`src/rtl/csi_rpu_pkg.sv`:
```
package csi_rpu_pkg;

   // Pixel packing codes
   localparam logic [1:0] FMT_RAW8  = 2'd0;
   localparam logic [1:0] FMT_RAW10 = 2'd1;
   localparam logic [1:0] FMT_RAW12 = 2'd2;
   localparam logic [1:0] FMT_RSVD  = 2'd3;

   // Register indexes
   localparam int unsigned CSR_INDEX_W = 3;
   localparam logic [CSR_INDEX_W-1:0] REG_PACK_FMT     = 3'd0;
   localparam logic [CSR_INDEX_W-1:0] REG_START_OFFSET = 3'd1;
   localparam logic [CSR_INDEX_W-1:0] REG_LINE_STRIDE  = 3'd2;
   localparam logic [CSR_INDEX_W-1:0] REG_FRAME_WIDTH  = 3'd3;
   localparam logic [CSR_INDEX_W-1:0] REG_FRAME_HEIGHT = 3'd4;
   localparam int unsigned CSR_DATA_W = 16;

   // Defaults for the top level parameters
   localparam int unsigned MAX_LINE_BYTES_DEF = 16384;
   localparam int unsigned MAX_ROWS_DEF       = 8192;

   // Fixed limits and widths
   localparam logic [13:0] MAX_WIDTH = 14'd8192;
   localparam int unsigned CFG_LEN_W = 17;   // holds any saturated stride or height
   localparam int unsigned COL_W     = 18;   // column counter, room for format changes
   localparam int unsigned QUEUE_DEPTH = 4;

   // Reciprocals for the division of the stride by 5 and by 3
   localparam logic [15:0] RECIP5 = 16'd52429;
   localparam int unsigned SHIFT5 = 18;
   localparam logic [15:0] RECIP3 = 16'd43691;
   localparam int unsigned SHIFT3 = 17;

   // Derived configuration, as seen by the front end
   typedef struct packed {
      logic [1:0]           fmt;
      logic [15:0]          start_offset;
      logic [CFG_LEN_W-1:0] stride;      // zero mapped to one, saturated
      logic [CFG_LEN_W-1:0] height;      // saturated
      logic [CFG_LEN_W-1:0] pix_bytes;   // bytes of whole groups per row
      logic [13:0]          last_col;    // pixels per row actually output
   } cfg_type;

   // One complete pixel group, queued from front to back
   typedef struct packed {
      logic [3:0][7:0] gbytes;
      logic [7:0]      last_byte;
      logic [1:0]      fmt;
      logic [12:0]     col;
      logic [12:0]     row;
      logic            frame_last;
   } group_type;

   // Pixels per group
   function automatic logic [2:0] fmt_ppg(input logic [1:0] fmt);
      logic [2:0] r;
      unique case (fmt)
         FMT_RAW8:  r = 3'd1;
         FMT_RAW10: r = 3'd4;
         FMT_RAW12: r = 3'd2;
         default:   r = 3'd0;
      endcase
      return r;
   endfunction

   // Bytes per group
   function automatic logic [2:0] fmt_bpg(input logic [1:0] fmt);
      logic [2:0] r;
      unique case (fmt)
         FMT_RAW8:  r = 3'd1;
         FMT_RAW10: r = 3'd5;
         FMT_RAW12: r = 3'd3;
         default:   r = 3'd0;
      endcase
      return r;
   endfunction

endpackage

```
`src/rtl/csi_rpu_csr.sv`:
```
module csi_rpu_csr #(
   parameter int unsigned MAX_LINE_BYTES = csi_rpu_pkg::MAX_LINE_BYTES_DEF,
   parameter int unsigned MAX_ROWS       = csi_rpu_pkg::MAX_ROWS_DEF
) (
   input  logic                                clock,
   input  logic                                reset,
   input  logic                                csr_wr_en,
   input  logic [csi_rpu_pkg::CSR_INDEX_W-1:0] csr_index,
   input  logic [csi_rpu_pkg::CSR_DATA_W-1:0]  csr_wdata,
   output csi_rpu_pkg::cfg_type                cfg
);
   import csi_rpu_pkg::*;

   logic [1:0]  fmt_ff, fmt_in;
   logic [15:0] start_ff, start_in;
   logic [14:0] stride_ff, stride_in;
   logic [13:0] width_ff, width_in;
   logic [13:0] height_ff, height_in;
   cfg_type     cfg_ff, cfg_in;

   logic [14:0] stride_nz;
   logic [13:0] width_sat;
   logic [14:0] s15;
   logic [30:0] prod5, prod3;
   logic [14:0] q5, q3, wq, sq, groups_w;
   logic [13:0] groups;

   // Register writes
   always_comb begin
      fmt_in    = fmt_ff;
      start_in  = start_ff;
      stride_in = stride_ff;
      width_in  = width_ff;
      height_in = height_ff;
      if (csr_wr_en) begin
         unique case (csr_index)
            REG_PACK_FMT:     fmt_in    = csr_wdata[1:0];
            REG_START_OFFSET: start_in  = csr_wdata;
            REG_LINE_STRIDE:  stride_in = csr_wdata[14:0];
            REG_FRAME_WIDTH:  width_in  = csr_wdata[13:0];
            REG_FRAME_HEIGHT: height_in = csr_wdata[13:0];
            default: ;
         endcase
      end
   end

   // Derived values, registered together with the raw registers
   always_comb begin
      stride_nz = (stride_in == 15'd0) ? 15'd1 : stride_in;
      cfg_in.fmt          = fmt_in;
      cfg_in.start_offset = start_in;
      cfg_in.stride = (32'(stride_nz) > MAX_LINE_BYTES) ? CFG_LEN_W'(MAX_LINE_BYTES)
                                                        : CFG_LEN_W'(stride_nz);
      cfg_in.height = (32'(height_in) > MAX_ROWS) ? CFG_LEN_W'(MAX_ROWS)
                                                  : CFG_LEN_W'(height_in);
      width_sat = (width_in > MAX_WIDTH) ? MAX_WIDTH : width_in;

      // saturated stride never exceeds the 15-bit register range
      s15   = 15'(cfg_in.stride);
      prod5 = 31'(s15) * 31'(RECIP5);
      prod3 = 31'(s15) * 31'(RECIP3);
      q5    = 15'(prod5 >> SHIFT5);
      q3    = 15'(prod3 >> SHIFT3);

      unique case (fmt_in)
         FMT_RAW10: begin
            wq = 15'(width_sat >> 2);
            sq = q5;
         end
         FMT_RAW12: begin
            wq = 15'(width_sat >> 1);
            sq = q3;
         end
         default: begin
            wq = 15'(width_sat);
            sq = s15;
         end
      endcase
      groups_w = (sq < wq) ? sq : wq;
      groups   = 14'(groups_w);

      unique case (fmt_in)
         FMT_RAW8: begin
            cfg_in.pix_bytes = CFG_LEN_W'(groups);
            cfg_in.last_col  = groups;
         end
         FMT_RAW10: begin
            cfg_in.pix_bytes = (CFG_LEN_W'(groups) << 2) + CFG_LEN_W'(groups);
            cfg_in.last_col  = 14'(groups << 2);
         end
         FMT_RAW12: begin
            cfg_in.pix_bytes = (CFG_LEN_W'(groups) << 1) + CFG_LEN_W'(groups);
            cfg_in.last_col  = 14'(groups << 1);
         end
         default: begin
            cfg_in.pix_bytes = '0;
            cfg_in.last_col  = '0;
         end
      endcase
   end

   always_ff @(posedge clock) begin
      if (reset) begin
         fmt_ff    <= FMT_RAW8;
         start_ff  <= 16'd0;
         stride_ff <= 15'd1;
         width_ff  <= 14'd1;
         height_ff <= 14'd1;
         cfg_ff.fmt          <= FMT_RAW8;
         cfg_ff.start_offset <= 16'd0;
         cfg_ff.stride       <= CFG_LEN_W'(1);
         cfg_ff.height       <= CFG_LEN_W'(1);
         cfg_ff.pix_bytes    <= CFG_LEN_W'(1);
         cfg_ff.last_col     <= 14'd1;
      end else begin
         fmt_ff    <= fmt_in;
         start_ff  <= start_in;
         stride_ff <= stride_in;
         width_ff  <= width_in;
         height_ff <= height_in;
         cfg_ff    <= cfg_in;
      end
   end

   assign cfg = cfg_ff;

endmodule

```
`src/rtl/csi_rpu_front.sv`:
```
module csi_rpu_front #(
   parameter int unsigned LINE_POS_W = 14,
   parameter int unsigned ROW_W      = 14
) (
   input  logic                   clock,
   input  logic                   reset,
   input  csi_rpu_pkg::cfg_type   cfg,
   input  logic                   req_valid,
   output logic                   req_ready,
   input  logic [7:0]             req_data_byte,
   input  logic                   req_frame_begin,
   input  logic                   q_full,
   output logic                   q_push,
   output csi_rpu_pkg::group_type q_entry
);
   import csi_rpu_pkg::*;

   logic [15:0]           skip_ff, skip_in, skip_e;
   logic [LINE_POS_W-1:0] pos_ff, pos_in, pos_e;
   logic [LINE_POS_W:0]   pos_inc;
   logic [ROW_W-1:0]      row_ff, row_in, row_e;
   logic [COL_W-1:0]      col_ff, col_in, col_e;
   logic [2:0]            gidx_ff, gidx_in, gidx_e;
   logic [3:0][7:0]       gbytes_ff, gbytes_in;
   logic [2:0]            ppg, bpg;
   logic                  accept, emit, fl;

   assign req_ready = !q_full;
   assign accept    = req_valid && req_ready;
   assign ppg       = fmt_ppg(cfg.fmt);
   assign bpg       = fmt_bpg(cfg.fmt);

   // Byte classification: skip, drop, collect or complete a group
   always_comb begin
      // frame start restarts every counter with this byte
      if (req_frame_begin) begin
         skip_e = '0;
         pos_e  = '0;
         row_e  = '0;
         col_e  = '0;
         gidx_e = '0;
      end else begin
         skip_e = skip_ff;
         pos_e  = pos_ff;
         row_e  = row_ff;
         col_e  = col_ff;
         gidx_e = gidx_ff;
      end
      skip_in   = skip_ff;
      pos_in    = pos_ff;
      row_in    = row_ff;
      col_in    = col_ff;
      gidx_in   = gidx_ff;
      gbytes_in = gbytes_ff;
      emit      = 1'b0;
      pos_inc   = (LINE_POS_W+1)'(pos_e) + 1'b1;
      fl = (32'(row_e) + 32'd1 == 32'(cfg.height)) &&
           (32'(col_e) + 32'(ppg) == 32'(cfg.last_col));

      if (accept) begin
         skip_in = skip_e;
         pos_in  = pos_e;
         row_in  = row_e;
         col_in  = col_e;
         gidx_in = gidx_e;
         if (skip_e < cfg.start_offset) begin
            skip_in = skip_e + 16'd1;
         end else if (32'(row_e) < 32'(cfg.height)) begin
            if (32'(pos_e) < 32'(cfg.pix_bytes)) begin
               if (32'(gidx_e) + 32'd1 < 32'(bpg)) begin
                  gbytes_in[gidx_e[1:0]] = req_data_byte;
                  gidx_in = gidx_e + 3'd1;
               end else begin
                  emit    = 1'b1;
                  col_in  = col_e + COL_W'(ppg);
                  gidx_in = '0;
               end
            end
            // end of a received line
            if (32'(pos_inc) >= 32'(cfg.stride)) begin
               pos_in  = '0;
               row_in  = row_e + 1'b1;
               col_in  = '0;
               gidx_in = '0;
            end else begin
               pos_in = LINE_POS_W'(pos_inc);
            end
         end
      end
   end

   // Completed group toward the back end
   assign q_push = accept && emit;
   always_comb begin
      q_entry.gbytes     = gbytes_ff;
      q_entry.last_byte  = req_data_byte;
      q_entry.fmt        = cfg.fmt;
      q_entry.col        = 13'(col_e);
      q_entry.row        = 13'(row_e);
      q_entry.frame_last = fl;
   end

   always_ff @(posedge clock) begin
      if (reset) begin
         skip_ff   <= '0;
         pos_ff    <= '0;
         row_ff    <= '0;
         col_ff    <= '0;
         gidx_ff   <= '0;
         gbytes_ff <= '0;
      end else begin
         skip_ff   <= skip_in;
         pos_ff    <= pos_in;
         row_ff    <= row_in;
         col_ff    <= col_in;
         gidx_ff   <= gidx_in;
         gbytes_ff <= gbytes_in;
      end
   end

endmodule

```
`src/rtl/csi_rpu_queue.sv`:
```
module csi_rpu_queue (
   input  logic                   clock,
   input  logic                   reset,
   input  logic                   push,
   input  csi_rpu_pkg::group_type push_entry,
   output logic                   full,
   input  logic                   pop,
   output logic                   head_valid,
   output csi_rpu_pkg::group_type head
);
   import csi_rpu_pkg::*;

   localparam int unsigned PTR_W = $clog2(QUEUE_DEPTH);
   localparam int unsigned CNT_W = $clog2(QUEUE_DEPTH + 1);

   group_type        mem_ff [QUEUE_DEPTH];
   logic [PTR_W-1:0] wr_ptr_ff, wr_ptr_in, rd_ptr_ff, rd_ptr_in;
   logic [CNT_W-1:0] count_ff, count_in;

   assign full       = (count_ff == CNT_W'(QUEUE_DEPTH));
   assign head_valid = (count_ff != '0);
   assign head       = mem_ff[rd_ptr_ff];

   // Pointer and fill count update
   always_comb begin
      wr_ptr_in = wr_ptr_ff;
      rd_ptr_in = rd_ptr_ff;
      count_in  = count_ff;
      if (push) begin
         wr_ptr_in = (wr_ptr_ff == PTR_W'(QUEUE_DEPTH - 1)) ? '0 : wr_ptr_ff + 1'b1;
      end
      if (pop) begin
         rd_ptr_in = (rd_ptr_ff == PTR_W'(QUEUE_DEPTH - 1)) ? '0 : rd_ptr_ff + 1'b1;
      end
      if (push && !pop) begin
         count_in = count_ff + 1'b1;
      end else if (pop && !push) begin
         count_in = count_ff - 1'b1;
      end
   end

   always_ff @(posedge clock) begin
      if (reset) begin
         wr_ptr_ff <= '0;
         rd_ptr_ff <= '0;
         count_ff  <= '0;
      end else begin
         wr_ptr_ff <= wr_ptr_in;
         rd_ptr_ff <= rd_ptr_in;
         count_ff  <= count_in;
      end
   end

   always_ff @(posedge clock) begin
      if (push) begin
         mem_ff[wr_ptr_ff] <= push_entry;
      end
   end

endmodule

```
`src/rtl/csi_rpu_back.sv`:
```
module csi_rpu_back (
   input  logic                   clock,
   input  logic                   reset,
   input  logic                   q_valid,
   input  csi_rpu_pkg::group_type q_head,
   output logic                   q_pop,
   output logic                   rsp_valid,
   input  logic                   rsp_ready,
   output logic [15:0]            rsp_pixel_value,
   output logic [12:0]            rsp_pixel_column,
   output logic [12:0]            rsp_pixel_row,
   output logic                   rsp_run_last,
   output logic                   rsp_frame_last
);
   import csi_rpu_pkg::*;

   logic [1:0]  n_ff, n_in;
   logic        valid_ff, valid_in;
   logic [15:0] value_ff, value_in;
   logic [12:0] col_ff, col_in;
   logic [12:0] row_ff, row_in;
   logic        run_last_ff, run_last_in;
   logic        frame_last_ff, frame_last_in;
   logic        load, last;
   logic [7:0]  b;

   // Output slot is free or drains this cycle
   assign load  = q_valid && (!valid_ff || rsp_ready);
   assign last  = (3'(n_ff) + 3'd1 == fmt_ppg(q_head.fmt));
   assign q_pop = load && last;
   assign b     = q_head.last_byte;

   // Pixel n of the head group
   always_comb begin
      unique case (q_head.fmt)
         FMT_RAW10: begin
            unique case (n_ff)
               2'd0:    value_in = {q_head.gbytes[0], b[1:0], 6'd0};
               2'd1:    value_in = {q_head.gbytes[1], b[3:2], 6'd0};
               2'd2:    value_in = {q_head.gbytes[2], b[5:4], 6'd0};
               default: value_in = {q_head.gbytes[3], b[7:6], 6'd0};
            endcase
         end
         FMT_RAW12: begin
            value_in = n_ff[0] ? {q_head.gbytes[1], b[7:4], 4'd0}
                               : {q_head.gbytes[0], b[3:0], 4'd0};
         end
         default: value_in = {b, 8'd0};
      endcase
      col_in        = q_head.col + 13'(n_ff);
      row_in        = q_head.row;
      run_last_in   = last;
      frame_last_in = last && q_head.frame_last;
   end

   always_comb begin
      n_in = n_ff;
      if (load) begin
         n_in = last ? 2'd0 : n_ff + 2'd1;
      end
      if (load) begin
         valid_in = 1'b1;
      end else if (rsp_ready) begin
         valid_in = 1'b0;
      end else begin
         valid_in = valid_ff;
      end
   end

   always_ff @(posedge clock) begin
      if (reset) begin
         n_ff     <= '0;
         valid_ff <= 1'b0;
      end else begin
         n_ff     <= n_in;
         valid_ff <= valid_in;
      end
   end

   always_ff @(posedge clock) begin
      if (load) begin
         value_ff      <= value_in;
         col_ff        <= col_in;
         row_ff        <= row_in;
         run_last_ff   <= run_last_in;
         frame_last_ff <= frame_last_in;
      end
   end

   assign rsp_valid        = valid_ff;
   assign rsp_pixel_value  = value_ff;
   assign rsp_pixel_column = col_ff;
   assign rsp_pixel_row    = row_ff;
   assign rsp_run_last     = run_last_ff;
   assign rsp_frame_last   = frame_last_ff;

endmodule

```
`src/rtl/csi_raw_pixel_unpacker_core.sv`:
```
// Packed RAW pixel unpacker (RAW8, RAW10, RAW12).
// The req channel takes one byte of the frame per item, with req_frame_begin
// set on the first byte of a frame. The rsp channel gives one unpacked pixel
// per item, MSB-aligned in 16 bits, with its column and row; rsp_run_last
// marks the last pixel of a group, rsp_frame_last the final pixel.
// The csr port writes the packing format, start_offset, line_stride,
// frame_width and frame_height (indexes 0 to 4); write it only while idle.
// Throughput: one byte accepted per cycle while the queue is not full, one
// pixel delivered per cycle while rsp_ready is high, set by the single output
// register of the back end. RAW10 gives four pixels per five bytes, RAW12 two
// per three, so the output keeps up on average. A group passes the queue and
// the output register; its pixels follow one per cycle while rsp_ready holds.
// A four-entry group queue sits between byte classification and pixel output.
// When the receiver stalls, the queue fills and req_ready drops while it is
// full; no item is lost. Reset restores the register defaults, empties the
// queue and clears the counters, so the next byte acts as a frame start.
module csi_raw_pixel_unpacker_core #(
   parameter int unsigned MAX_LINE_BYTES = csi_rpu_pkg::MAX_LINE_BYTES_DEF,
   parameter int unsigned MAX_ROWS       = csi_rpu_pkg::MAX_ROWS_DEF
) (
   input  logic                                clock,
   input  logic                                reset,
   input  logic                                req_valid,
   output logic                                req_ready,
   input  logic [7:0]                          req_data_byte,
   input  logic                                req_frame_begin,
   output logic                                rsp_valid,
   input  logic                                rsp_ready,
   output logic [15:0]                         rsp_pixel_value,
   output logic [12:0]                         rsp_pixel_column,
   output logic [12:0]                         rsp_pixel_row,
   output logic                                rsp_run_last,
   output logic                                rsp_frame_last,
   input  logic                                csr_wr_en,
   input  logic [csi_rpu_pkg::CSR_INDEX_W-1:0] csr_index,
   input  logic [csi_rpu_pkg::CSR_DATA_W-1:0]  csr_wdata
);
   import csi_rpu_pkg::*;

   localparam int unsigned LINE_POS_W = $clog2(MAX_LINE_BYTES);
   localparam int unsigned ROW_W      = $clog2(MAX_ROWS + 1);

   cfg_type   cfg;
   group_type q_entry, q_head;
   logic      q_push, q_full, q_pop, q_valid;

   csi_rpu_csr #(
      .MAX_LINE_BYTES(MAX_LINE_BYTES),
      .MAX_ROWS      (MAX_ROWS)
   ) u_csr (
      .clock    (clock),
      .reset    (reset),
      .csr_wr_en(csr_wr_en),
      .csr_index(csr_index),
      .csr_wdata(csr_wdata),
      .cfg      (cfg)
   );

   csi_rpu_front #(
      .LINE_POS_W(LINE_POS_W),
      .ROW_W     (ROW_W)
   ) u_front (
      .clock          (clock),
      .reset          (reset),
      .cfg            (cfg),
      .req_valid      (req_valid),
      .req_ready      (req_ready),
      .req_data_byte  (req_data_byte),
      .req_frame_begin(req_frame_begin),
      .q_full         (q_full),
      .q_push         (q_push),
      .q_entry        (q_entry)
   );

   csi_rpu_queue u_queue (
      .clock     (clock),
      .reset     (reset),
      .push      (q_push),
      .push_entry(q_entry),
      .full      (q_full),
      .pop       (q_pop),
      .head_valid(q_valid),
      .head      (q_head)
   );

   csi_rpu_back u_back (
      .clock           (clock),
      .reset           (reset),
      .q_valid         (q_valid),
      .q_head          (q_head),
      .q_pop           (q_pop),
      .rsp_valid       (rsp_valid),
      .rsp_ready       (rsp_ready),
      .rsp_pixel_value (rsp_pixel_value),
      .rsp_pixel_column(rsp_pixel_column),
      .rsp_pixel_row   (rsp_pixel_row),
      .rsp_run_last    (rsp_run_last),
      .rsp_frame_last  (rsp_frame_last)
   );

   // Checks
   a_queue_no_overflow: assert property (@(posedge clock) disable iff (reset)
      q_push |-> !q_full)
      else $error("group pushed into a full queue");

   a_frame_last_ends_run: assert property (@(posedge clock) disable iff (reset)
      (rsp_valid && rsp_frame_last) |-> rsp_run_last)
      else $error("frame end flagged inside a group");

   a_group_continues: assert property (@(posedge clock) disable iff (reset)
      (rsp_valid && rsp_ready && !rsp_run_last) |=>
         (rsp_valid && rsp_pixel_column == $past(rsp_pixel_column) + 13'd1 &&
          rsp_pixel_row == $past(rsp_pixel_row)))
      else $error("pixels of one group not delivered back to back");

endmodule

```
`config.mk`:
```
export PLATFORM = sky130hd
export DESIGN_NAME = csi_raw_pixel_unpacker_core
export DESIGN_NICKNAME = d
export VERILOG_FILES = /design/src/rtl/csi_rpu_pkg.sv /design/src/rtl/csi_rpu_csr.sv /design/src/rtl/csi_rpu_front.sv /design/src/rtl/csi_rpu_queue.sv /design/src/rtl/csi_rpu_back.sv /design/src/rtl/csi_raw_pixel_unpacker_core.sv
export SDC_FILE = /design/constraint.sdc
export NUM_CORES = 1
export LEC_CHECK = 0
export ABC_AREA = 1
export BUFFER_PORTS_ARGS = -buffer_cell sky130_fd_sc_hd__buf_2
export CORE_UTILIZATION = 42
export DETAILED_ROUTE_END_ITERATION = 8
export PLACE_DENSITY_LB_ADDON = 0.05
export SYNTH_ARGS = -nofsm -noshare
export SYNTH_HDL_FRONTEND = slang
export SYNTH_HIERARCHICAL = 1
export SYNTH_SLANG_ARGS = --single-unit
```
`constraint.sdc`:
```
create_clock -name clock -period 17 [get_ports clock]
set_clock_uncertainty 0.05 [all_clocks]
set_input_delay 4.25 -clock clock [delete_from_list [all_inputs] [get_ports clock]]
set_output_delay 4.25 -clock clock [all_outputs]
set_load 0.01 [all_outputs]
```
==> results.md <==
- Post-detailed-route wirelength per cell: ~19 µm
- Count of antenna diodes in the layout: 0
- Post-layout instance count excluding filler cells: ~5,600
- Mapped Avg Cell Area: 8.28 µm²
- Number of hold-slack violations in the final timing report: 0
- Critical path required time: 17.41 ns
- Antenna violations before repair: 1
- Yosys warnings: 6
- Gr ovfl total: 0
- Largest net degree at the start of global routing: 73
- Type of the setup path with the least slack: in2reg
- Place WS: approximately 0.93 ns
- Via-to-Cell Ratio: 5.12
- Row count: roughly 110
- Cell accounting for the most synthesized area: sky130_fd_sc_hd__edfxtp_1
- Share of synthesized flip-flops with an asynchronous set or reset: 0
- CP Launch Type: input port
- Global-route total usage across every layer: 0.241
- Endpoint type of the worst setup path: flop
- Cts repair resizes: 0
- Leading cell types by total area after synthesis: sky130_fd_sc_hd__edfxtp_1, sky130_fd_sc_hd__dfxtp_1, sky130_fd_sc_hd__ha_1, sky130_fd_sc_hd__nand2_1, sky130_fd_sc_hd__fa_1
- Cell with the most instances on the worst path: sky130_fd_sc_hd__inv_1
- Setup Buffers After CTS: 0
- Top cell family by delay on the critical path: adder cells
- Die outline width: 295 µm
- Largest fanout on the critical path: 18
- Drt initial violations: around 1,900
- Total core area: approximately 84,000 µm²
- Post-route fraction of the period consumed by the critical path: 0.915
- Cell Count Post-Placement: ~5,400
- Area growth from synthesis to layout: 9.67%
- Max-slew headroom: 0.341
- Hold buffer count at cts: 0
- Most used routing layer in global routing: met2
- Distinct cells, synth: 66
- Ys flop type: sky130_fd_sc_hd__edfxtp_1
- Slew of the pin with the lowest slew margin: 0.989 ns
- Crit path depth: 55
- Cell count of the worst hold path: 2
- Critical path's slowest cell: sky130_fd_sc_hd__nor2_1
- Met2 global-route usage: 0.421
- Placed wire-length estimate after detailed placement: about 76 mm
- Achievable frequency: approximately 64 MHz
- Total buffers and inverters traversed by the critical path: 9
- Total design power: around 5.1 mW
- Layout filler cell count: 8,421
- Result of the run: complete, no violations
- Root buffer cell: sky130_fd_sc_hd__clkbuf_16
- Global-route wire length before repair: approximately 160 mm
- RSZ-0062 raised after global routing: false
- Final number of setup-violating endpoints: 0
- DRT Wirelength: 103 mm
- Post-synthesis cell area: about 36,000 µm²
- FF+latch area: around 14,000 µm²
- CP Data Arrival Time: 15.96 ns
- Boundary Pins: 79
- Area occupied by multi-input gates: 18,600 µm²
- Leakage power: between 15 and 20 nW
- Cell area after layout: between 30,000 and 40,000 µm²
- Post-CTS clock slew at the launch and capture registers of the worst setup and hold paths: roughly 0.050 ns
- Layout Nets: roughly 4,900
- Via count: about 28,000
- Insertion delay to the later sink of the worst-skew pair: approximately 0.6 ns
- Final count of pins violating max slew: 0
- Quantity of I/O buffers inserted on ports: 74
- Sink count of the clock tree: 545
- Count of flip-flops with a built-in enable after synthesis: 316
- R2R depth: between 50 and 60
- Global-route track usage on met3: 0.0243
- Number of buffers created by CTS: 66
- Bufs on Longest Clock Path: 3
- Power density normalized to cell area: 129 nW/µm²
- Worst Setup Slack, final: 1.45 ns
- Global routing met1 resource utilization: 0.306
- Initial core utilization: 0.427
- Vias in the first global route: 27,800
- Layout cells sized above 1: 0.0696
- Remaining design rule violation count: 0
- Hold crit path type: reg2reg
- Post-Place Cell Area: about 37,000 µm²
- Final total negative setup slack: 0 ns
- Largest stage delay on the critical path: about 0.76 ns
- Fraction of post-synthesis cell area in the top cell type by area: 0.264
- CTS tree: done
- Max-cap violations: 0
- Remaining antenna violation count after routing: 0
- RePlAce Congestion: between 0.9 and 1
- Final period demand of the worst path: 15.55 ns
- Clock H-tree levels: 3
- Portion of the post-synthesis area used by sequential elements: 0.392
- Number of iterations in the first detailed-routing pass: 6
- Die H: about 290 µm
- Post-Synthesis Cells: about 4,300
- Peak ir drop on the vdd network: a little over 100 µV
- Area enclosed by the die boundary: just under 90,000 µm²
- Flop and latch count out of synthesis: 545
## sequential cells by signal, summed over array words and instances, names as in the netlist, 14 cells and up, named ones only
name	count
u_queue/mem_ff	276
u_front/q_entry	32
u_front/skip_ff	16
u_front/col_ff	18
u_front/pos_ff	14
u_front/row_ff	14
u_csr/cfg	77
u_csr/height_ff	14
u_csr/stride_ff	15
u_csr/width_ff	14
## final timing paths
check / from / end / slack (ns)
worst min-delay path: u_front/skip_ff[13]$_SDFFE_PP0P_ / u_front/skip_ff[13]$_SDFFE_PP0P_ / 0.42
worst max register to register: u_csr/stride_ff[13]$_SDFF_PP0_ / u_csr/cfg[29]$_SDFF_PP0_ / 5.49
worst max-delay path: csr_index[1] / u_csr/cfg[29]$_SDFF_PP0_ / 1.45
worst min register to register: u_front/skip_ff[13]$_SDFFE_PP0P_ / u_front/skip_ff[13]$_SDFFE_PP0P_ / 0.42
## Yosys cell counts (4+ instances only)
cell / instances
sky130_fd_sc_hd__o21ai_0: 265
sky130_fd_sc_hd__o21bai_1: 9
sky130_fd_sc_hd__buf_1: 5
sky130_fd_sc_hd__nand3b_1: 8
sky130_fd_sc_hd__ha_1: 335
sky130_fd_sc_hd__a221oi_1: 4
sky130_fd_sc_hd__a211oi_1: 6
sky130_fd_sc_hd__nor4_1: 7
sky130_fd_sc_hd__o21ai_1: 69
sky130_fd_sc_hd__nand3_1: 188
sky130_fd_sc_hd__nor2_2: 8
sky130_fd_sc_hd__xor2_1: 26
sky130_fd_sc_hd__nand2_2: 16
sky130_fd_sc_hd__nor3_1: 41
sky130_fd_sc_hd__inv_2: 12
sky130_fd_sc_hd__nand2_1: 828
sky130_fd_sc_hd__buf_4: 33
sky130_fd_sc_hd__inv_1: 598
sky130_fd_sc_hd__a21oi_1: 248
sky130_fd_sc_hd__edfxtp_1: 316
sky130_fd_sc_hd__clkinv_1: 4
sky130_fd_sc_hd__fa_1: 122
sky130_fd_sc_hd__o22ai_1: 78
sky130_fd_sc_hd__nor2_4: 7
sky130_fd_sc_hd__o211ai_1: 13
sky130_fd_sc_hd__clkbuf_1: 62
sky130_fd_sc_hd__nand4_1: 36
sky130_fd_sc_hd__buf_6: 29
sky130_fd_sc_hd__a21o_1: 15
sky130_fd_sc_hd__a31oi_1: 19
sky130_fd_sc_hd__dfxtp_1: 229
sky130_fd_sc_hd__buf_2: 27
sky130_fd_sc_hd__mux2i_1: 8
sky130_fd_sc_hd__or2_2: 13
sky130_fd_sc_hd__xnor2_1: 23
sky130_fd_sc_hd__nor2_1: 575
sky130_fd_sc_hd__o21ai_2: 8
sky130_fd_sc_hd__o21a_1: 7
sky130_fd_sc_hd__nand2_4: 4
## metal layers
layer,part of all wire,vias up
li1,-,14300
met4,0.036,0
met3,0.039,156
met5,0,-
met2,0.48,606
met1,0.44,13400
## layout make-up
cell class                      count  area share
Clock buffer                       92      0.0472
Clock inverter                     30      0.0122
Inverter                          615      0.0588
Multi-Input combinational cell   3029       0.472
Sequential cell                   545       0.357
Tap cell                         1134      0.0360
Timing Repair Buffer              113      0.0169
## power breakdown
group / internal (mW) / total, mW / leakage (nW) / switching, mW
Clock: 0.915 / 1.49 / 1.14 / 0.578
Sequential: 1.60 / 1.67 / 4.76 / 0.0723
Combinational: 0.614 / 1.92 / 12.2 / 1.30
Total: 3.13 / 5.08 / 18.1 / 1.95
## cells in the final DEF, fill, tap and decap left out, drive strengths merged, types with 3 or more instances in the layout
cell | Yosys | layout
and2 | 6 | 6
bufinv | 0 | 9
o211ai | 13 | 13
a221oi | 4 | 4
nor3 | 42 | 42
clkbuf | 65 | 92
xnor2 | 23 | 23
xor2 | 26 | 26
conb | 2 | 9
a21oi | 250 | 250
dfxtp | 229 | 229
edfxtp | 316 | 316
o31ai | 3 | 3
fa | 122 | 122
a31oi | 19 | 19
or2 | 14 | 14
inv | 611 | 611
buf | 95 | 113
and3 | 3 | 3
ha | 335 | 335
clkinv | 4 | 23
a21o | 15 | 15
o21a | 7 | 7
nand3 | 189 | 189
nor4 | 8 | 8
nor2 | 591 | 591
o21bai | 9 | 9
a211oi | 6 | 6
mux2i | 8 | 8
nand4 | 37 | 37
nand2 | 848 | 848
o22ai | 78 | 78
a21boi | 6 | 6
nand3b | 8 | 8
o21ai | 342 | 342
## worst register-to-register path, delay by kind of cell (launching register included)
kind	cells	cell delay (ns)
AND/OR/NAND/NOR	21	3.00
flip-flops	1	0.31
AO/OA/AOI/OAI	15	3.50
buffers and inverters	8	0.57
adder cells (fa/ha/maj)	9	3.92
## cells by family (layout without fill, tap and decap cells)
family / count (synthesis) / count (layout) / share of synthesized area
fa+ha+maj: 457 / 457 / 0.185
simple gates: 1747 / 1747 / 0.202
compound gates: 759 / 759 / 0.116
buf+inv: 775 / 850 / 0.0919
other cells: 2 / 9 / 0.000209
mux: 8 / 8 / 0.00223
flops: 545 / 545 / 0.392
xor+xnor: 49 / 49 / 0.0119
## through the flow
step           hold slack, ns  utilization
4_1_cts                 0.416        0.468
2_1_floorplan           0.395            -
6_report                0.416        0.468
3_5_place_dp            0.408        0.440
5_1_grt                 0.444        0.468
3_3_place_gp            0.404        0.440
Note: power is estimated with default switching activity, not from simulation.
